===== src/hw/rtl/segx_divider.sv =====
// segx_divider: pipelined restoring divider, floor(n * 2^FRAC / d), one quotient bit per stage
// flags quotients too large for QB bits; no package dependency
`timescale 1ns / 1ps
`default_nettype none
module segx_divider #(
   parameter int MW   = 49,
   parameter int QB   = 19,
   parameter int FRAC = 16
) (
   input  wire logic          clock,
   input  wire logic [MW-1:0] n,
   input  wire logic [MW-1:0] d,
   output logic      [QB-1:0] q,
   output logic               ovf
);
   localparam int SH = QB - FRAC;

   logic [MW-1:0] r_ff   [0:QB-1];
   logic [MW-1:0] n_ff   [0:QB-1];
   logic [MW-1:0] d_ff   [0:QB-1];
   logic [QB-1:0] q_ff   [0:QB];
   logic          ovf_ff [0:QB];
   logic          ovf_in;

   assign ovf_in = {{SH{1'b0}}, n} >= {d, {SH{1'b0}}};

   always_ff @(posedge clock) begin
      r_ff[0]   <= n >> SH;
      n_ff[0]   <= n;
      d_ff[0]   <= d;
      q_ff[0]   <= '0;
      ovf_ff[0] <= ovf_in;
   end

   for (genvar k = 0; k < QB; k++) begin : g_stage
      localparam int P = QB - 1 - k;
      logic          xbit;
      logic [MW:0]   rr;
      logic [MW+1:0] diff;
      logic          ge;

      if (P >= FRAC) begin : g_num
         assign xbit = n_ff[k][P-FRAC];
      end else begin : g_zero
         assign xbit = 1'b0;
      end

      assign rr   = {r_ff[k], xbit};
      assign diff = {1'b0, rr} - {2'b00, d_ff[k]};
      assign ge   = !diff[MW+1];

      always_ff @(posedge clock) begin
         q_ff[k+1]   <= {q_ff[k][QB-2:0], ge};
         ovf_ff[k+1] <= ovf_ff[k];
      end

      if (k < QB - 1) begin : g_pass
         always_ff @(posedge clock) begin
            r_ff[k+1] <= ge ? diff[MW-1:0] : rr[MW-1:0];
            n_ff[k+1] <= n_ff[k];
            d_ff[k+1] <= d_ff[k];
         end
      end
   end

   assign q   = q_ff[QB];
   assign ovf = ovf_ff[QB];
endmodule
`default_nettype wire


===== config.mk =====
export PLATFORM = sky130hd
export DESIGN_NAME = segx_divider
export DESIGN_NICKNAME = d
export VERILOG_FILES = /design/src/hw/rtl/segx_divider.sv
export SDC_FILE = /design/constraint.sdc
export NUM_CORES = 2
export LEC_CHECK = 0
export BUFFER_PORTS_ARGS = -buffer_cell sky130_fd_sc_hd__clkbuf_2
export CAP_MARGIN = 20
export CELL_PAD_IN_SITES_DETAIL_PLACEMENT = 0
export CELL_PAD_IN_SITES_GLOBAL_PLACEMENT = 1
export CORE_AREA = 2 2 432 434
export CTS_BUF_LIST = sky130_fd_sc_hd__clkbuf_2
export DETAILED_ROUTE_END_ITERATION = 16
export DIE_AREA = 0 0 434 436
export GPL_ROUTABILITY_DRIVEN = 0
export PLACE_DENSITY_LB_ADDON = 0.1
export SLEW_MARGIN = 20
export SYNTH_ARGS = -nofsm -noshare
export SYNTH_HDL_FRONTEND = slang
export SYNTH_SLANG_ARGS = --single-unit

===== constraint.sdc =====
create_clock -name clock -period 6.75 [get_ports clock]
set_input_delay 0.675 -clock clock [delete_from_list [all_inputs] [get_ports clock]]
set_output_delay 0.675 -clock clock [all_outputs]
set_load 0.03 [all_outputs]

# Yosys cells after proc, flatten, opt, wreduce, memory -nomap -nowiden
# Memories as Yosys holds them, arrays and structs flattened.
# Cells that the tools add are included.
# Widths: inputs -> output; s select.
op_classes:
  n_addsub: 19
  n_lt_le_gt_ge: 1
  muxes: 18
  n_reduce_logical: 19
ops:
  columns: ["cell", "count"]
  rows:
  - ["$sub 50x49->51", 19]
  - ["$mux 49", 18]
  - ["$ge 49x52->1", 1]
  - ["$logic_not 1->1", 19]
word_totals:
  register_bits: 0
  ram_bits: 3193
  in_bits: 99
  output_inout_bits: 20
  wordCells: 62
  n_memories: 5
mem_list:
  columns: ["name", "depth", "width", "rd", "rd_clocked_by_memory_dff", "write_ports", "line", "source"]
  rows:
  - ["d_ff", 19, 49, 19, 0, 19, "20", "logic [MW-1:0] d_ff [0:QB-1];"]
  - ["n_ff", 19, 49, 18, 0, 19, "19", "logic [MW-1:0] n_ff [0:QB-1];"]
  - ["r_ff", 19, 49, 19, 0, 19, "18", "logic [MW-1:0] r_ff [0:QB-1];"]
  - ["q_ff", 20, 19, 20, 0, 20, "21", "logic [QB-1:0] q_ff [0:QB];"]
  - ["ovf_ff", 20, 1, 20, 0, 20, "22", "logic ovf_ff [0:QB];"]

# Depth between registers and ports, before layout
# An unclocked memory read counts as a cell.
logic_depth:
  depth_word: 3
  depth_mapped: 18
  ltp_nobuf: 16

# Worst setup path before layout
# No wires, ideal clock.
synth_timing:
  kind: "register to register"
  startpoint: "mem r_ff[16][0]"
  endpoint: "mem r_ff[17][13]"
  setup_time_ns: 0.121
  t_arrival_ns: 3.625
  required_ns: 6.629
  slack_ns: 3.005
  path_stages_with_launch: 16
  path_buffers: 2
  period_less_slack_ns: 3.745
  path_cell_list: "dfxtp_1 inv_1 fa_1 nor2b_1 o2111ai_1 a41oi_1 o211ai_1 a41oi_1 a31oi_1 o31a_1 o21ai_1 a31o_2 o21a_1 buf_2 buf_2 mux2_2"
synth_lines:
  columns: ["item", "line"]
  rows:
  - ["start: declaration", "18"]

==> results.ini <==
[cts]
cts-root-buf=clkbuf_2
clk_path_buf_depth=4
clk_latency_ns=1.79
post_cts_buffers=0
cts_resized=0
ctsHoldBuffers=296
htree_levels=6
path_clk_slew_ns=0.10
cts_made_buffers=551
cts_tree=yes
clock-sinks=2075

[floorplanning]
num_rows=158
fp.dieW_um=434
ioPinCount=119
initial_core_util_pct=54.7
dieHeight_um=436
core_um2=185000
design.die.area_um2=189000

[power]
p_sw_w=0.0233
ir_drop_v=0.000305
power.share.combinational_pct=53.2
leakage_nw=53.9
seq_power_share_pct=32.3
p_per_area_nw_per_um2=497
pwr-share-clk_pct=14.5
p_int_w=0.0319
switching_share_pct=42.2
finalPower_w=0.0552

[route]
drc=0
wl_per_cell_um=14.5
via_count=80500
via_per_inst=5.38
drt_iter0_drc=3749
wl_um=218000
first_pass_iters=6
ant_nets=0

[timing]
rsz0062_at_grt=false
max_clock_freq_ghz=0.182
finalCriticalPeriod_ns=5.48
fin_crit_sh_pct=81.2
hold_viol_final=0
fin_skew_ns=0.103
slew_headroom_pct=17.8
finalSetupViolCount=0
fin_tns_setup_ns=0
report.final.slew_viol_count=0
worst_pin_slew_ns=1.23

[global_route]
grt_pass1_vias=82000
grt_usage_pct=22.6
grt_pass1_wl_um=364000
overflow=0
grt_max_degree=94
antenna_found_initial=6

[status]
status=finished clean

[critical_path]
critPathKind=reg -> reg
cp-start-kind=flip-flop
crit_required_ns=8.36
critPathArrivalTime_ns=7.10
endpoint_kind=flip-flop
path_max_fanout=89

[logic_synthesis]
synth_adder_area_share_pct=12.2
syn_inst=11500
synth-simple-area-share_pct=12.2
synth.distinct_cells=90
synth_top_area_share_pct=41.1
synth_nets=12600
synth_seq_cells=2075
ys_async_sr_fraction_pct=0
yosysSeqAreaShare_pct=41.1
yosys-top-cells-area=dfxtp_1 41%, ha_1 12%, a21oi_1 5.3%
avgSynthCellArea_um2=8.78
synth_edf_count=0
synth_mux_area_share_pct=1.39
synthFlopType=dfxtp_1
yosys.area.top_type=dfxtp_1
yosys_warnings=0
synth_top_family_by_area=compound AO/OA/AOI/OAI gates
synth_area_um2=101000
synthXorXnorAreaFrac_pct=6.54
synth_compound_area_share_pct=20.7

[cells_and_area]
final_nets=13200
area_growth_pct=10.1
fin_util_pct=60.2
n_fill_cell=16300
drive_gt1_share_pct=9.17

[placed_design]
io_buffers=118
place_hpwl_um=161000

[worst_hold_path]
hold_path_class=reg -> reg

[run]
drv_cap=0

-- per-layer routing --
layer | vias to the layer above | part of all wire (%) | global-route usage, %
met5 | - | 0.0083 | 0
met4 | 4 | 5.6 | 14.3
met3 | 770 | 3.9 | 4.10
met2 | 1895 | 51 | 42.6
met1 | 36600 | 40 | 22.7
li1 | 41300 | - | -
-- cell type report --
class	instances	area (um^2)	share of cell area [%]
Inverter	1183	4440	3.99
Sequential cell	2075	41500	37.4
Timing Repair Buffer	452	3990	3.59
Multi-Input combinational cell	7891	53700	48.3
Clock inverter	137	723	0.650
Tap cell	2480	3100	2.79
Clock buffer	743	3720	3.34
Antenna cell	7	17.5	0.0158
-- sequential cells by signal, summed over array words and instances (netlist names) --
name,flops
r_ff,883
ovf_ff,20
n_ff,51
d_ff,931
q_ff,190
-- worst max-delay path: stages, from the launching register on --
cell and delay (ns):
dfxtp_1 0.37, inv_1 0.07, fa_1 0.45, nor2b_1 0.12, o21ai_0 0.09, nand2b_1 0.12
a31oi_1 0.21, o21ai_0 0.52, a221oi_1 0.31, a2111oi_0 0.85, buf_4 0.24, o211ai_1 0.20
o31ai_1 0.74, a31oi_4 0.22, buf_4 0.37, o41ai_1 0.44
-- cell usage after synthesis (all sizes together), types with 21 or more instances --
library cell  number
dfxtp           2075
inv             1183
a21oi           1076
nand2            969
ha               959
o21ai            895
nor2             662
a21o             530
xnor2            415
xor2             339
clkbuf           270
nand3            180
nand2b           154
nor2b            149
nand4            124
mux2             120
a31oi            111
nor3             107
and3             102
o21a              98
buf               94
o21bai            92
a211oi            87
o31ai             80
and2              53
o211ai            51
or2               35
a211o             32
a21boi            28
or3               28
a41oi             26
and4              26
a221oi            24
o31a              23
a2111oi           21
-- kinds of logic (layout without fill, tap and decap cells) --
group	after synthesis	after routing
simple gates	2652	2652
fa+ha+maj	977	977
xor+xnor	754	754
flops	2075	2075
compound gates	3382	3382
mux	125	125
other cells	1	8
buf+inv	1547	2515
-- power by group through the flow --
stage	logic, W	registers, W	clock network (W)
6_report	0.0294	0.0179	0.00800
5_1_grt	0.0330	0.0183	0.00906
3_3_place_gp	0.0284	0.0181	0
3_5_place_dp	0.0289	0.0181	0
2_1_floorplan	0.0234	0.0175	0
4_1_cts	0.0292	0.0178	0.00845
-- final timing paths --
check / from / to / slack, ns / cells after the start
setup reg to reg: r_ff[6][0]$_SDFF_PP0_ / r_ff[7][45]$_DFF_P_ / 1.27 / 15
setup / recovery: r_ff[6][0]$_SDFF_PP0_ / r_ff[7][45]$_DFF_P_ / 1.27 / 15
hold / removal: q_ff[4][26]$_DFF_P_ / q_ff[4][46]$_DFF_P_ / 0.28 / 0
hold reg to reg: q_ff[4][26]$_DFF_P_ / q_ff[4][46]$_DFF_P_ / 0.28 / 0
-- stage by stage --
step                      hold slack [ns]  std cells  instance area, um^2  worst slack [ns]
after floorplan                     0.310      11500               101000              3.00
after global placement              0.310      13800               104000              1.33
after detailed placement            0.312      13800               104000              1.35
after CTS                           0.202      15000               111000              1.30
after global routing                0.253      15000               111000             0.703
final                               0.282      15000               111000              1.27
-- placed cells by master (no fill, tap or decap), drive strengths merged, types with 415 or more instances in the layout --
master  count
dfxtp    2075
ha        959
inv      1196
nor2      662
nand2     969
xnor2     415
o21ai     895
clkbuf    861
a21o      530
a21oi    1076
Power figures use the tool's default switching activity.
