File: config.mk
export PLATFORM = sky130hd
export DESIGN_NAME = segx_csr
export DESIGN_NICKNAME = d
export VERILOG_FILES = /design/src/hw/rtl/segx_pkg.sv /design/src/hw/rtl/segx_csr.sv
export SDC_FILE = /design/constraint.sdc
export NUM_CORES = 1
export LEC_CHECK = 0
export ABC_AREA = 0
export BUFFER_PORTS_ARGS = -buffer_cell sky130_fd_sc_hd__clkbuf_2
export CORE_UTILIZATION = 30
export DETAILED_ROUTE_END_ITERATION = 16
export PLACE_DENSITY = 0.69
export SYNTH_ARGS = -nofsm -noshare
export SYNTH_HDL_FRONTEND = slang
export SYNTH_SLANG_ARGS = --single-unit
File: constraint.sdc
create_clock -name clock -period 1.4 [get_ports clock]
set_clock_uncertainty 0.05 [all_clocks]
set_input_delay 0.14 -clock clock [delete_from_list [all_inputs] [get_ports clock]]
set_output_delay 0.14 -clock clock [all_outputs]
set_load 0.01 [all_outputs]
File: src/hw/rtl/segx_pkg.sv
// segx_pkg: shared constants and types of the segment intersection block
// no dependencies; used by every module of the block but segx_divider, by scoped names
`timescale 1ns / 1ps
`default_nettype none
package segx_pkg;
   localparam int CSR_ADDR_BITS = 4;
   localparam int CSR_DATA_BITS = 64;
   localparam int DET_TOL_BITS  = 48;
   localparam int PAR_TOL_BITS  = 17;

   localparam logic [0:0] REG_DET_TOL = 1'b0;
   localparam logic [0:0] REG_PAR_TOL = 1'b1;

   typedef struct packed {
      logic det_ok;
      logic s_neg;
      logic t_neg;
      logic abx_neg;
      logic aby_neg;
   } flags_type;
endpackage
`default_nettype wire

File: src/hw/rtl/segx_csr.sv
// segx_csr: tolerance registers behind the apb-style port
// depends on segx_pkg
`timescale 1ns / 1ps
`default_nettype none
module segx_csr (
   input  wire logic                                clock,
   input  wire logic                                reset,
   input  wire logic                                psel,
   input  wire logic                                penable,
   input  wire logic                                pwrite,
   input  wire logic [segx_pkg::CSR_ADDR_BITS-1:0]  paddr,
   input  wire logic [segx_pkg::CSR_DATA_BITS-1:0]  pwdata,
   output logic      [segx_pkg::CSR_DATA_BITS-1:0]  prdata,
   output logic                                     pready,
   output logic      [segx_pkg::DET_TOL_BITS-1:0]   det_tol,
   output logic      [segx_pkg::PAR_TOL_BITS-1:0]   par_tol
);
   logic [segx_pkg::DET_TOL_BITS-1:0] det_tol_ff, det_tol_in;
   logic [segx_pkg::PAR_TOL_BITS-1:0] par_tol_ff, par_tol_in;
   logic                              wr_in;
   logic [0:0]                        sel_in;

   assign wr_in  = psel & penable & pwrite;
   assign sel_in = paddr[3];

   always_comb begin
      det_tol_in = det_tol_ff;
      par_tol_in = par_tol_ff;
      if (wr_in) begin
         unique case (sel_in)
            segx_pkg::REG_DET_TOL: det_tol_in = pwdata[segx_pkg::DET_TOL_BITS-1:0];
            segx_pkg::REG_PAR_TOL: par_tol_in = pwdata[segx_pkg::PAR_TOL_BITS-1:0];
            default: ;
         endcase
      end
   end

   always_ff @(posedge clock) begin
      if (reset) begin
         det_tol_ff <= '0;
         par_tol_ff <= '0;
      end else begin
         det_tol_ff <= det_tol_in;
         par_tol_ff <= par_tol_in;
      end
   end

   always_comb begin
      prdata = '0;
      unique case (sel_in)
         segx_pkg::REG_DET_TOL: prdata[segx_pkg::DET_TOL_BITS-1:0] = det_tol_ff;
         segx_pkg::REG_PAR_TOL: prdata[segx_pkg::PAR_TOL_BITS-1:0] = par_tol_ff;
         default: ;
      endcase
   end

   assign pready  = 1'b1;
   assign det_tol = det_tol_ff;
   assign par_tol = par_tol_ff;
endmodule
`default_nettype wire

Yosys cells after proc, flatten, opt, wreduce, memory -nomap -nowiden
Cells that the tools add are included.
{ "totals": {"register_bits": 65, "in_bits": 73, "word_cells": 9} }
{ "op_classes": {"n_mux": 2, "bitwise_logic": 3, "n_reduce_logical": 2} }
{ "ops": {"columns": ["cell", "count"], "rows": [
  ["17-bit one-hot mux with 2 select lines", 1],
  ["31-bit two-way mux", 1],
  ["2-bit AND reduction", 2],
  ["1-bit AND", 2],
  ["1-bit NOT", 1]
]} }

Depth between registers and ports, before layout
{ "depth": {"ltp_word": 3, "depth_mapped": 5, "depth_no_buf": 2} }

Least setup slack after synthesis
Ideal clock, no wire load.
{ "synth_path": {"kind": "input port to flip-flop", "from": "in paddr[3] (netlist name)", "to": "reg det_tol_ff (netlist bit det_tol[20])", "setup_ps": 72, "arrival_time_ps": 977, "slack_ps": 302, "cell_stages": 5, "n_path_buf": 3, "cell_sequence": "and4b_1 clkbuf_1 buf_6 buf_6 mux2i_1"} }
{ "synth_between": {"elab_chain_cells": 2} }
{ "synth_lines": {"columns": ["item", "line", "text"], "rows": [
  ["start, declared", "segx_csr.sv:11", "input wire logic [segx_pkg::CSR_ADDR_BITS-1:0] paddr,"],
  ["1-bit NOT (no line)", null, null],
  ["2-bit AND reduction (no line)", null, null],
  ["end signal, assigned", "segx_csr.sv:43", "det_tol_ff <= det_tol_in;"],
  ["end, declared", "segx_csr.sv:18", "logic [segx_pkg::DET_TOL_BITS-1:0] det_tol_ff, det_tol_in;"]
]} }
Every way passes these cells.
A chain may end at the register's enable or synchronous reset.

Worst setup path in the final report
{ "layout_path": {"from": "reg par_tol_ff (netlist bit par_tol[6])", "to": "out prdata[6] (netlist name)"} }
{ "layout_between": {"elab_chain_cells": 1} }
{ "layout_lines": {"columns": ["item", "line", "text"], "rows": [
  ["start, declared", "segx_csr.sv:19", "logic [segx_pkg::PAR_TOL_BITS-1:0] par_tol_ff, par_tol_in;"],
  ["start signal, assigned", "segx_csr.sv:44", "par_tol_ff <= par_tol_in;"],
  ["17-bit one-hot mux with 2 select lines", "segx_csr.sv:50", "unique case (sel_in)"],
  ["end, declared", "segx_csr.sv:13", "output logic [segx_pkg::CSR_DATA_BITS-1:0] prdata,"]
]} }
Every way passes these cells.

==> impl_metrics.prom <==
# TYPE chip_impl_metric gauge
chip_impl_info{name="status",value="finished, violations left"} 1
chip_impl_info{name="failed_checks",value="DRC"} 1
chip_impl_metric{name="synth.distinct_cells",unit=""} 12
chip_impl_metric{name="grt-ovfl-total",unit=""} 0
chip_impl_metric{name="core-area",unit="mm^2"} 0.0108
chip_impl_metric{name="syn-mean-instance-area",unit="um^2"} 9.85
chip_impl_info{name="setup.worst_path.end_class",value="output port"} 1
chip_impl_metric{name="syn_to_final_growth",unit="%"} 41.3
chip_impl_metric{name="num-nets-final",unit=""} 596
chip_impl_metric{name="worst-endpoint-required",unit="ns"} 1.21
chip_impl_info{name="rr_endpoint",value="par_tol[1]"} 1
chip_impl_metric{name="multi_input_combinational_cell_area",unit="mm^2"} 0.00182
chip_impl_metric{name="dr.pass1.iters",unit=""} 10
chip_impl_metric{name="cell_depth_of_the_worst_hold_path",unit=""} 3
chip_impl_metric{name="hold_buffers",unit=""} 30
chip_impl_metric{name="die_h",unit="um"} 107
chip_impl_metric{name="die-width",unit="um"} 107
chip_impl_info{name="worst-setup-path-type",value="register to output port"} 1
chip_impl_metric{name="slowest_delay",unit="ns"} 0.33
chip_impl_metric{name="route.final.wire_length",unit="um"} 7760
chip_impl_metric{name="power_per_cell_area",unit="mW/mm^2"} 802
chip_impl_info{name="synth.top_cells.by_area",value="sky130_fd_sc_hd__dfxtp_1, sky130_fd_sc_hd__nand2b_1, sky130_fd_sc_hd__mux2i_1"} 1
chip_impl_metric{name="clock_tree.htree_level_count",unit=""} 3
chip_impl_metric{name="crit_buf_inv",unit=""} 1
chip_impl_metric{name="ys_ff_latch",unit=""} 65
chip_impl_metric{name="placed_instance_area",unit="mm^2"} 0.00424
chip_impl_metric{name="number_of_antenna_violations_at_the_first_check_in_global_routing",unit=""} 0
chip_impl_metric{name="finalCriticalPeriod",unit="ns"} 1.24
chip_impl_metric{name="setup_total_negative_slack",unit="ns"} 0
chip_impl_metric{name="synthesis.instances",unit=""} 337
chip_impl_metric{name="detailed_router_s_first_iteration_violation_count",unit=""} 79
chip_impl_metric{name="fillCellCount",unit=""} 1023
chip_impl_metric{name="detailedPlacementHpwl",unit="um"} 5400
chip_impl_metric{name="maxCapViolations",unit=""} 0
chip_impl_metric{name="dr_total_vias",unit=""} 2843
chip_impl_metric{name="post-route-drc-count",unit=""} 1
chip_impl_metric{name="grt_use_total",unit="%"} 13.5
chip_impl_metric{name="synth_seq_area_share",unit="%"} 39.2
chip_impl_info{name="critical_path.reg2reg.startpoint",value="par_tol[1]"} 1
chip_impl_info{name="root_buffer",value="sky130_fd_sc_hd__clkbuf_8"} 1
chip_impl_metric{name="synth.cell_area",unit="mm^2"} 0.00332
chip_impl_metric{name="number_of_global_route_vias_before_repair",unit=""} 2671
chip_impl_metric{name="final-hold-violation-count",unit=""} 0
chip_impl_metric{name="detail-route-antenna-nets",unit=""} 0
chip_impl_metric{name="worst_ir_drop_vdd",unit="mV"} 0.386
chip_impl_metric{name="post_cts_resized",unit=""} 0
chip_impl_info{name="crit_path_max_delay_family",value="flip-flops"} 1
chip_impl_metric{name="pin_count_of_the_biggest_net_entering_global_routing",unit=""} 114
chip_impl_metric{name="buffer_ports.inserted",unit=""} 166
chip_impl_metric{name="routed_via_density",unit=""} 4.28
chip_impl_metric{name="slew_violations",unit=""} 0
chip_impl_metric{name="setup_viol",unit=""} 0
chip_impl_metric{name="final-seq-area",unit="mm^2"} 0.00130
chip_impl_metric{name="post-route-util",unit="%"} 43.5
chip_impl_info{name="whs_endpoint",value="par_tol[10]"} 1
chip_impl_metric{name="clock-sinks",unit=""} 65
chip_impl_metric{name="final_layout_size_suffix_gt1_share",unit="%"} 38.3
chip_impl_metric{name="top_level_ports",unit=""} 203
chip_impl_metric{name="gp_routability_congestion",unit=""} 0.700
chip_impl_info{name="synth_largest_area_cell",value="sky130_fd_sc_hd__dfxtp_1"} 1
chip_impl_metric{name="dieArea",unit="mm^2"} 0.0115
chip_impl_metric{name="antennaDiodeCount",unit=""} 0
chip_impl_metric{name="clk_pin_slew",unit="ns"} 0.06
chip_impl_info{name="timing.hold.worst.start",value="pwdata[10]"} 1
chip_impl_metric{name="yosys_warnings",unit=""} 0
chip_impl_metric{name="period_share",unit="%"} 88.7
chip_impl_info{name="cts_tree",value="built"} 1
chip_impl_info{name="cp-start-kind",value="register"} 1
chip_impl_metric{name="timing.reg2reg.setup_slack",unit="ns"} 0.71
chip_impl_metric{name="achievable_clock_frequency",unit="GHz"} 0.805
chip_impl_metric{name="post_cts_buffers",unit=""} 0
chip_impl_metric{name="worstRegToRegCells",unit=""} 2
chip_impl_metric{name="clk_latency",unit="ns"} 0.33
chip_impl_info{name="critical_path.slowest_cell",value="sky130_fd_sc_hd__dfxtp_1"} 1
chip_impl_metric{name="path_max_fanout",unit=""} 3
chip_impl_metric{name="worst_ep_arrival_time",unit="ns"} 1.05
chip_impl_metric{name="cts_inserted_buffers",unit=""} 9
chip_impl_metric{name="routed_wirelength_normalized_by_instance_count",unit="um"} 11.7
chip_impl_metric{name="netlist.area_leader.share",unit="%"} 39.2
chip_impl_metric{name="clock_path_buffers",unit=""} 2
chip_impl_info{name="min-delay-path-class",value="input port to register"} 1
chip_impl_metric{name="num_rows",unit=""} 38
chip_impl_metric{name="global_route_wire_length_before_repair",unit="um"} 12100
chip_impl_info{name="setup_repair_after_global_routing_missed_its_margin",value="no"} 1
chip_impl_metric{name="leakage",unit="nW"} 2.22
chip_impl_metric{name="final_area",unit="mm^2"} 0.00469
chip_impl_metric{name="floorplan.initialDensity",unit="%"} 30.8
chip_impl_info{name="cp_cell_sequence",value="mux2_2, clkbuf_2"} 1
-- worst max path at each step --
stage	from	endpoint	depth (start not counted)
floorplan	paddr[3]	det_tol[20]	5
global placement	paddr[3]	det_tol[43]	4
detailed placement	paddr[3]	det_tol[25]	4
CTS	det_tol[12]	prdata[12]	2
global route	par_tol[6]	prdata[6]	2
finish	par_tol[6]	prdata[6]	2
-- synth_stat cells, drive strengths merged --
cell type  instances
nand4              1
nor2b             31
nand2b           113
buf               26
clkbuf            16
conb               2
dfxtp             65
and4b              1
mux2i             65
mux2              17
-- cell usage in the layout, fill, tap and decap left out --
| master | n |
|---|---|
| sky130_fd_sc_hd__mux2i_1 | 65 |
| sky130_fd_sc_hd__buf_4 | 1 |
| sky130_fd_sc_hd__nand2b_1 | 113 |
| sky130_fd_sc_hd__nand4_1 | 1 |
| sky130_fd_sc_hd__clkbuf_2 | 166 |
| sky130_fd_sc_hd__dfxtp_1 | 65 |
| sky130_fd_sc_hd__and4b_2 | 1 |
| sky130_fd_sc_hd__mux2_2 | 17 |
| sky130_fd_sc_hd__clkbuf_8 | 10 |
| sky130_fd_sc_hd__nor2b_1 | 31 |
| sky130_fd_sc_hd__conb_1 | 17 |
| sky130_fd_sc_hd__buf_12 | 5 |
| sky130_fd_sc_hd__clkinv_2 | 1 |
| sky130_fd_sc_hd__dlygate4sd3_1 | 30 |
| sky130_fd_sc_hd__clkbuf_1 | 2 |
-- worst register-to-register path, delay by kind of cell (launching register included) --
family	cells	cell delay (ns)
multiplexers	1	0.15
AND/OR/NAND/NOR	1	0.06
flip-flops	1	0.35
-- cell type report --
type	count	area share, %
clock buffer	12	3.09
sequential	65	27.7
clock inverter	1	0.107
tap	140	3.74
multi-input combinational	245	38.9
timing repair buffer	202	26.4
-- routing by layer --
layer	share of wire [%]	wire, um	global-route usage, %
met1	43	3350	14.9
met4	1.2	95	6.16
met3	7.4	575	4.07
met2	48	3740	23.5
met5	0	0	0
-- report_power, final --
group	internal (W)	leakage [nW]	switching, W	total, W
Clock	0.000660	0.0782	0.000650	0.00131
Combinational	0.000289	1.62	0.000239	0.000528
Sequential	0.00189	0.526	0.0000307	0.00192
-- per-stage QoR --
stage / total power, W / hold slack [ns] / setup slack (ns) / instances
2_1_floorplan: 0.00227 / 0.245 / 0.302 / 352
3_3_place_gp: 0.00241 / 0.337 / 0.184 / 622
3_5_place_dp: 0.00243 / 0.341 / 0.117 / 622
4_1_cts: 0.00385 / 0.00202 / 0.121 / 665
5_1_grt: 0.00397 / 0.00569 / 0.0947 / 665
6_report: 0.00376 / 0.0259 / 0.158 / 665
-- state kept, by name, indices dropped and copies added (netlist names) --
name and flops:
det_tol 48, par_tol 17
-- cells by family (layout without fill, tap and decap cells) --
kind of cell           Yosys count  after routing  share of synthesized area (%)
other                            2             17                          0.226
multiplexers                    82             82                           25.4
AND/OR/NAND/NOR                146            146                           27.6
flip-flops                      65             65                           39.2
buffers and inverters           42            215                           7.58
Note: power is estimated with default switching activity, not from simulation.
