[src/hw/rtl/segx_pkg.sv]
// segx_pkg: shared constants and types of the segment intersection block
// no dependencies; used by every module of the block but segx_divider, by scoped names
`timescale 1ns / 1ps
`default_nettype none
package segx_pkg;
   localparam int CSR_ADDR_BITS = 4;
   localparam int CSR_DATA_BITS = 64;
   localparam int DET_TOL_BITS  = 48;
   localparam int PAR_TOL_BITS  = 17;

   localparam logic [0:0] REG_DET_TOL = 1'b0;
   localparam logic [0:0] REG_PAR_TOL = 1'b1;

   typedef struct packed {
      logic det_ok;
      logic s_neg;
      logic t_neg;
      logic abx_neg;
      logic aby_neg;
   } flags_type;
endpackage
`default_nettype wire

[src/hw/rtl/segx_back.sv]
// segx_back: hit window test on s and t, interpolation of the point, saturation
// two register stages; depends on segx_pkg
`timescale 1ns / 1ps
`default_nettype none
module segx_back #(
   parameter int COORD_BITS = 24,
   parameter int QB         = 19,
   parameter int FRAC       = 16
) (
   input  wire logic                                   clock,
   input  wire logic                                   reset,
   input  wire logic                                   in_valid,
   input  wire segx_pkg::flags_type                    flags,
   input  wire logic        [QB-1:0]                   qs,
   input  wire logic                                   ovf_s,
   input  wire logic        [QB-1:0]                   qt,
   input  wire logic                                   ovf_t,
   input  wire logic signed [COORD_BITS-1:0]           ax,
   input  wire logic signed [COORD_BITS-1:0]           ay,
   input  wire logic        [COORD_BITS-1:0]           abx_mag,
   input  wire logic        [COORD_BITS-1:0]           aby_mag,
   input  wire logic        [segx_pkg::PAR_TOL_BITS-1:0] par_tol,
   output logic                                        out_valid,
   output logic                                        out_hit,
   output logic signed      [COORD_BITS-1:0]           out_x,
   output logic signed      [COORD_BITS-1:0]           out_y
);
   localparam int MPW = QB + COORD_BITS;
   localparam int OW  = MPW - FRAC;
   localparam int VW  = OW + 2;
   localparam logic signed [VW-1:0] VMAX = VW'((64'sd1 <<< (COORD_BITS - 1)) - 64'sd1);
   localparam logic signed [VW-1:0] VMIN = VW'(-(64'sd1 <<< (COORD_BITS - 1)));

   logic [QB-1:0] tol_in, hi_lim_in;
   logic          s_ok_in, t_ok_in, hit_in;
   logic [MPW-1:0] mx_in, my_in;

   logic           vld1_ff, hit1_ff, xneg1_ff, yneg1_ff;
   logic [MPW-1:0] mx1_ff, my1_ff;
   logic signed [COORD_BITS-1:0] ax1_ff, ay1_ff;

   logic [OW-1:0]         offx_in, offy_in;
   logic signed [VW-1:0]  vx_in, vy_in;
   logic signed [COORD_BITS-1:0] satx_in, saty_in;

   logic vld2_ff, hit2_ff;
   logic signed [COORD_BITS-1:0] x2_ff, y2_ff;

   assign tol_in    = QB'(par_tol);
   assign hi_lim_in = QB'(1 << FRAC) + tol_in;

   // s > -tol and s < 1 + tol, in sign and magnitude
   assign s_ok_in = !ovf_s && (flags.s_neg ? (qs < tol_in)
                                           : ((qs != '0 || tol_in != '0) && qs < hi_lim_in));
   assign t_ok_in = !ovf_t && (flags.t_neg ? (qt < tol_in)
                                           : ((qt != '0 || tol_in != '0) && qt < hi_lim_in));
   assign hit_in  = flags.det_ok && s_ok_in && t_ok_in;

   assign mx_in = MPW'(qs) * MPW'(abx_mag);
   assign my_in = MPW'(qs) * MPW'(aby_mag);

   always_ff @(posedge clock) begin
      if (reset) begin
         vld1_ff <= 1'b0;
         vld2_ff <= 1'b0;
      end else begin
         vld1_ff <= in_valid;
         vld2_ff <= vld1_ff;
      end
   end

   assign offx_in = OW'(mx1_ff >> FRAC);
   assign offy_in = OW'(my1_ff >> FRAC);
   assign vx_in   = xneg1_ff ? VW'(ax1_ff) - VW'({2'b00, offx_in})
                             : VW'(ax1_ff) + VW'({2'b00, offx_in});
   assign vy_in   = yneg1_ff ? VW'(ay1_ff) - VW'({2'b00, offy_in})
                             : VW'(ay1_ff) + VW'({2'b00, offy_in});

   always_comb begin
      if (vx_in > VMAX) begin
         satx_in = COORD_BITS'(VMAX);
      end else if (vx_in < VMIN) begin
         satx_in = COORD_BITS'(VMIN);
      end else begin
         satx_in = COORD_BITS'(vx_in);
      end
      if (vy_in > VMAX) begin
         saty_in = COORD_BITS'(VMAX);
      end else if (vy_in < VMIN) begin
         saty_in = COORD_BITS'(VMIN);
      end else begin
         saty_in = COORD_BITS'(vy_in);
      end
   end

   always_ff @(posedge clock) begin
      hit1_ff  <= hit_in;
      xneg1_ff <= flags.s_neg ^ flags.abx_neg;
      yneg1_ff <= flags.s_neg ^ flags.aby_neg;
      mx1_ff   <= mx_in;
      my1_ff   <= my_in;
      ax1_ff   <= ax;
      ay1_ff   <= ay;

      hit2_ff <= hit1_ff;
      x2_ff   <= hit1_ff ? satx_in : '0;
      y2_ff   <= hit1_ff ? saty_in : '0;
   end

   assign out_valid = vld2_ff;
   assign out_hit   = hit2_ff;
   assign out_x     = x2_ff;
   assign out_y     = y2_ff;
endmodule
`default_nettype wire

[config.mk]
export PLATFORM = sky130hd
export DESIGN_NAME = segx_back
export DESIGN_NICKNAME = d
export VERILOG_FILES = /design/src/hw/rtl/segx_pkg.sv /design/src/hw/rtl/segx_back.sv
export SDC_FILE = /design/constraint.sdc
export NUM_CORES = 2
export LEC_CHECK = 0
export BUFFER_PORTS_ARGS = -buffer_cell sky130_fd_sc_hd__buf_2
export CORE_MARGIN = 3
export CORE_UTILIZATION = 51
export DETAILED_ROUTE_END_ITERATION = 7
export PLACE_DENSITY = 0.67
export SYNTH_ARGS = -nofsm -noshare
export SYNTH_HDL_FRONTEND = slang
export SYNTH_SLANG_ARGS = --single-unit
[constraint.sdc]
create_clock -name clock -period 23.1 [get_ports clock]
set_clock_uncertainty 0.05 [all_clocks]
set_input_delay 4.62 -clock clock [delete_from_list [all_inputs] [get_ports clock]]
set_output_delay 4.62 -clock clock [all_outputs]
set_load 0.1 [all_outputs]
# [Yosys cells after proc, flatten, opt, wreduce, memory -nomap -nowiden]
# Index checks and enable logic that the tools add are counted.
[word_totals] ram_bits=0 latch_bits=0 mem_bits_ro=0 n_memories=0 ff_bits=188 out_inout_bits=50 in_bits=161
[op_classes] n_mul=2 add_sub_neg=5 magnitude_cmp=8 shift=0 div=0 bitwise=3 n_eq_ne=0 muxes=8 reduce_logical=15
[ops] operator="$mul 19x24->43" count=2
[ops] operator="$add 24x28->29" count=2
[ops] operator="$gt 29x24->1 const B" count=2
[ops] operator="$lt 29x24->1 const B" count=2
[ops] operator="$mux 29" count=2
[ops] operator="$sub 24x28->29" count=2
[ops] operator="$reduce_bool 19->1" count=3
[ops] operator="$mux 24" count=2
[ops] operator="$mux 23" count=2
[ops] operator="$lt 19x17->1" count=2
[ops] operator="$lt 19x18->1" count=2
[ops] operator="$add 17x17->18 const A" count=1
[ops] operator="$logic_and 1x1->1" count=6
[ops] operator="$reduce_or 2->1" count=2
[ops] operator="$logic_not 1->1" count=2
[ops] operator="$logic_or 1x1->1" count=2
[ops] operator="$mux 1" count=2
[ops] operator="$xor 1x1->1" count=2
[ops] operator="$not 1->1" count=1

# [Longest topological paths before layout]
[logic_depth] ltp_word=7 ltp_mapped=26

# [Worst setup path before layout]
# OpenSTA, ideal clock, no wires.
[synth_timing] path_kind="input to register" from="input port qs[4]" to="register mx1_ff[39]" stages=22 t_arrival_ns=10.659 required_time_ns=22.930 slack_ns=12.271 cell_sequence="clkbuf_1 clkbuf_1 nand2_1 fa_1 fa_1 fa_1 inv_1 fa_1 fa_1 inv_1 fa_1 inv_1 ha_1 a21o_1 a21oi_1 o21ai_0 o41ai_1 o21ai_0 a31o_2 a2111oi_0 or3_1 xnor2_1"
[synth_via] elab_chain_len=1
[synth_lines] element="from (decl)" line_no="segx_back.sv:14" rtl="input wire logic [QB-1:0] qs,"
[synth_lines] element="$mul 19x24->43" line_no="segx_back.sv:59" rtl="assign mx_in = MPW'(qs) * MPW'(abx_mag);"
[synth_lines] element="via mx_in[39]" line_no="segx_back.sv:36" rtl="logic [MPW-1:0] mx_in, my_in;"
[synth_lines] element="to (signal assigned)" line_no="segx_back.sv:100" rtl="mx1_ff <= mx_in;"
[synth_lines] element="to (decl)" line_no="segx_back.sv:39" rtl="logic [MPW-1:0] mx1_ff, my1_ff;"
# The timed path passes the listed nets, and every way through them passes these cells.
# A chain may end at the register's enable or synchronous reset.

# [Worst setup path in the final report]
[layout_timing] from="input port qs[2]" to="register my1_ff[35]"
[layout_via] elab_chain_len=1
[layout_lines] element="$mul 19x24->43" line_no="segx_back.sv:60" rtl="assign my_in = MPW'(qs) * MPW'(aby_mag);"
[layout_lines] element="via my_in[35]" line_no="segx_back.sv:36"
[layout_lines] element="to (signal assigned)" line_no="segx_back.sv:101" rtl="my1_ff <= my_in;"
[layout_lines] element="to (decl)" line_no="segx_back.sv:39"
# The timed path passes the listed nets, and every way through them passes these cells.

==> flow_metrics.py <==
metrics = {
    "layout": {
        "fin_util_pct": 55.0,
        "syn2layout_area_growth_pct": 6.08,
        "layout_commonest_cell": "inv_1",
        "multi_input_area_um2": 29700,
        "layout-drive-gt1-share_pct": 7.53,
        "final_cell_mix": "987 x inv_1, 746 x fa_1, 526 x nand2_1, 446 x and2_1, 342 x ha_1",
        "seqCellArea_um2": 3120,
        "num-fill-cells": 6583,
        "fin_nets": 5553,
    },
    "clock_tree": {
        "post_cts_buffers": 0,
        "clock_latency_ns": 0.46,
        "numCtsBuffers": 17,
        "cts_root_buf": "clkbuf_16",
        "cts.reportedPaths.clkPinSlew_ns": 0.07,
        "clock-sinks": 156,
        "cts_tree": "yes",
        "htree_levels": 4,
        "ctsResizeCount": 0,
        "hold_buffers": 0,
        "clock_path_buffers": 2,
    },
    "routing": {
        "wl_per_cell_um": 18.3,
        "drtIter0Drc": 1645,
        "firstDrtPassIters": 5,
        "ant_nets": 0,
        "avgViaCountPerCell": 5.33,
        "drc": 0,
        "drt-total-wl_um": 96400,
        "vias": 28100,
    },
    "worst_setup_path": {
        "reg2regPathDepth": 17,
        "r2r-start": "my1_ff[18]",
        "cp_max_fo": 50,
        "crit_type": "primary input to flop",
        "end_kind": "flop",
        "required_ns": 23.38,
        "reg2reg_slack_ns": 17.80,
        "crit_end": "my1_ff[35]",
        "rr_endpoint": "out_y[1]",
        "worstPathArrival_ns": 12.20,
        "startpoint": "qs[2]",
        "critPathLaunchType": "primary input",
    },
    "floorplanning": {
        "die_area_um2": 76400,
        "io_pins": 211,
        "die_w_um": 276,
        "dieHeight_um": 276,
        "initial_core_util_pct": 51.8,
        "core_area_um2": 72000,
        "row_count": 98,
    },
    "synthesis": {
        "synth-simple-area-share_pct": 16.7,
        "ys_seq_area_share_pct": 8.37,
        "synth_top_family_by_area": "adder cells",
        "synth_top_area_cell": "fa_1",
        "synth_compound_area_share_pct": 7.66,
        "yosys.area.top_type_share_pct": 40.0,
        "synthArstFlopShare_pct": 0,
        "synth_area_um2": 37300,
        "synth_xor_area_share_pct": 3.66,
        "yosys_warnings": 0,
        "muxShareOfSynthArea_pct": 0.138,
        "syn_nets": 5484,
        "ys_ff_latch": 156,
        "synthAdderAreaFrac_pct": 51.5,
        "synthCells": 4235,
        "ys_top_cells_by_area": "fa_1 40%, ha_1 11%, inv_1 9.9%, dfxtp_1 8.4%, and2_1 7.5%",
        "synth_edf_count": 0,
        "synthFlopType": "dfxtp_1",
        "synth.avg_cell_area_um2": 8.81,
        "synth_cell_types": 81,
    },
    "timing": {
        "slew_viol_final": 0,
        "fin_crit_sh_pct": 51.6,
        "setup_violations": 0,
        "slew_headroom_pct": 20.9,
        "worst_slew_pin_slew_ns": 1.16,
        "final_hold_viol_count": 0,
        "period_needed_ns": 11.92,
        "fin_tns_setup_ns": 0,
        "timing.hold.ws_ns": 0.390,
        "rsz0062_at_grt": "false",
        "clock.fmax_mhz": 83.9,
    },
    "worst_hold_path": {
        "holdPathStages": 1,
        "hp-class": "flop to flop",
        "worst_hold_startpoint": "vld1_ff",
    },
    "global_routing": {
        "grt_pass1_vias": 29700,
        "grt_max_degree": 52,
        "grtUsageTotal_pct": 26.0,
        "antenna_found_initial": 6,
        "grt_overflow_total": 0,
        "grt_pass1_wl_um": 159000,
    },
    "placement": {
        "dp_hpwl_um": 73000,
        "port_buffers": 210,
        "gp_congestion": 0.901,
    },
    "run_status": {
        "status": "completed",
    },
    "job": {
        "max-cap-violations": 0,
    },
}
[registers in the layout (all words and copies together) (netlist names)]
register   count
mx1_ff        27
my1_ff        27
ax1_ff        24
ay1_ff        24
out_x         24
out_y         24
hit1_ff        1
out_hit        1
out_valid      1
vld1_ff        1
xneg1_ff       1
yneg1_ff       1
[worst min path at each step]
stage	end	slack, ns
after global placement	out_valid	0.37
after global routing	out_valid	0.42
after detailed placement	out_valid	0.38
after floorplan	out_hit	0.33
final	out_valid	0.39
after CTS	out_valid	0.40
[layer usage]
| layer | global-route usage, % | share of wire (%) | up-vias |
|---|---|---|---|
| li1 | - | - | 12900 |
| met1 | 35.5 | 44 | 14100 |
| met2 | 43.2 | 47 | 994 |
| met3 | 4.15 | 7.2 | 141 |
| met4 | 7.22 | 2.4 | 0 |
| met5 | 0 | 0 | - |
[area by class of cell]
type	instances	share of cell area (%)
diodes	4	0.0253
clock buffers	18	1.08
clock inverters	14	0.398
inverters	988	9.37
multi-input cells	2908	75.1
flip-flops and latches	156	7.89
well taps	950	3.00
repair buffers	233	3.09
[metrics by stage]
step                worst slack, ns  cell area [µm²]  std cells
floorplan                     12.27            37300       4235
global placement              10.84            39000       5235
detailed placement            10.68            39000       5235
CTS                           11.18            39600       5267
global route                  10.72            39600       5271
finish                        11.18            39600       5271
[cells by family (layout without fill, tap and decap cells)]
kind of cell | after synthesis | after routing
AND/OR/NAND/NOR | 1243 | 1243
buffers and inverters | 1171 | 1253
adder cells (fa/ha/maj) | 1088 | 1088
AO/OA/AOI/OAI | 417 | 417
flip-flops | 156 | 156
XOR/XNOR | 155 | 155
multiplexers | 5 | 5
other | 0 | 4
[worst max-delay path, cell delays in order]
cell and delay [ns]:
buf_2 0.08, buf_4 0.48, and2_1 0.24, fa_1 0.44
fa_1 0.51, inv_1 0.05, fa_1 0.47, inv_1 0.05
fa_1 0.50, inv_1 0.06, fa_1 0.53, inv_1 0.05
fa_1 0.44, ha_1 0.31, a211oi_1 0.27, nor2_1 0.08
a2111oi_0 0.97, a21oi_1 0.41, nor4_1 0.54, o31ai_1 0.20
a21oi_1 0.32, o21ai_0 0.19, a211oi_1 0.26, a311oi_1 0.08
[cells in the mapped netlist (all sizes together) (5+ instances only)]
library cell,count
ha,342
a211oi,31
buf,9
and3,8
nor2b,14
dfxtp,156
inv,988
or3,10
a31oi,20
nand2b,20
nor4,22
a21o,68
nor2,91
nand4,24
nor3,31
and2,446
o21a,14
nand2,526
o21bai,9
xor2,50
o211ai,13
clkbuf,174
fa,746
o31ai,7
or4,5
nand3,25
a21oi,155
xnor2,105
o21ai,60
and4,5
Power is left out: the tool's default activity adds up to more than one toggle a clock period on the data nets, which glitch-free logic cannot reach.
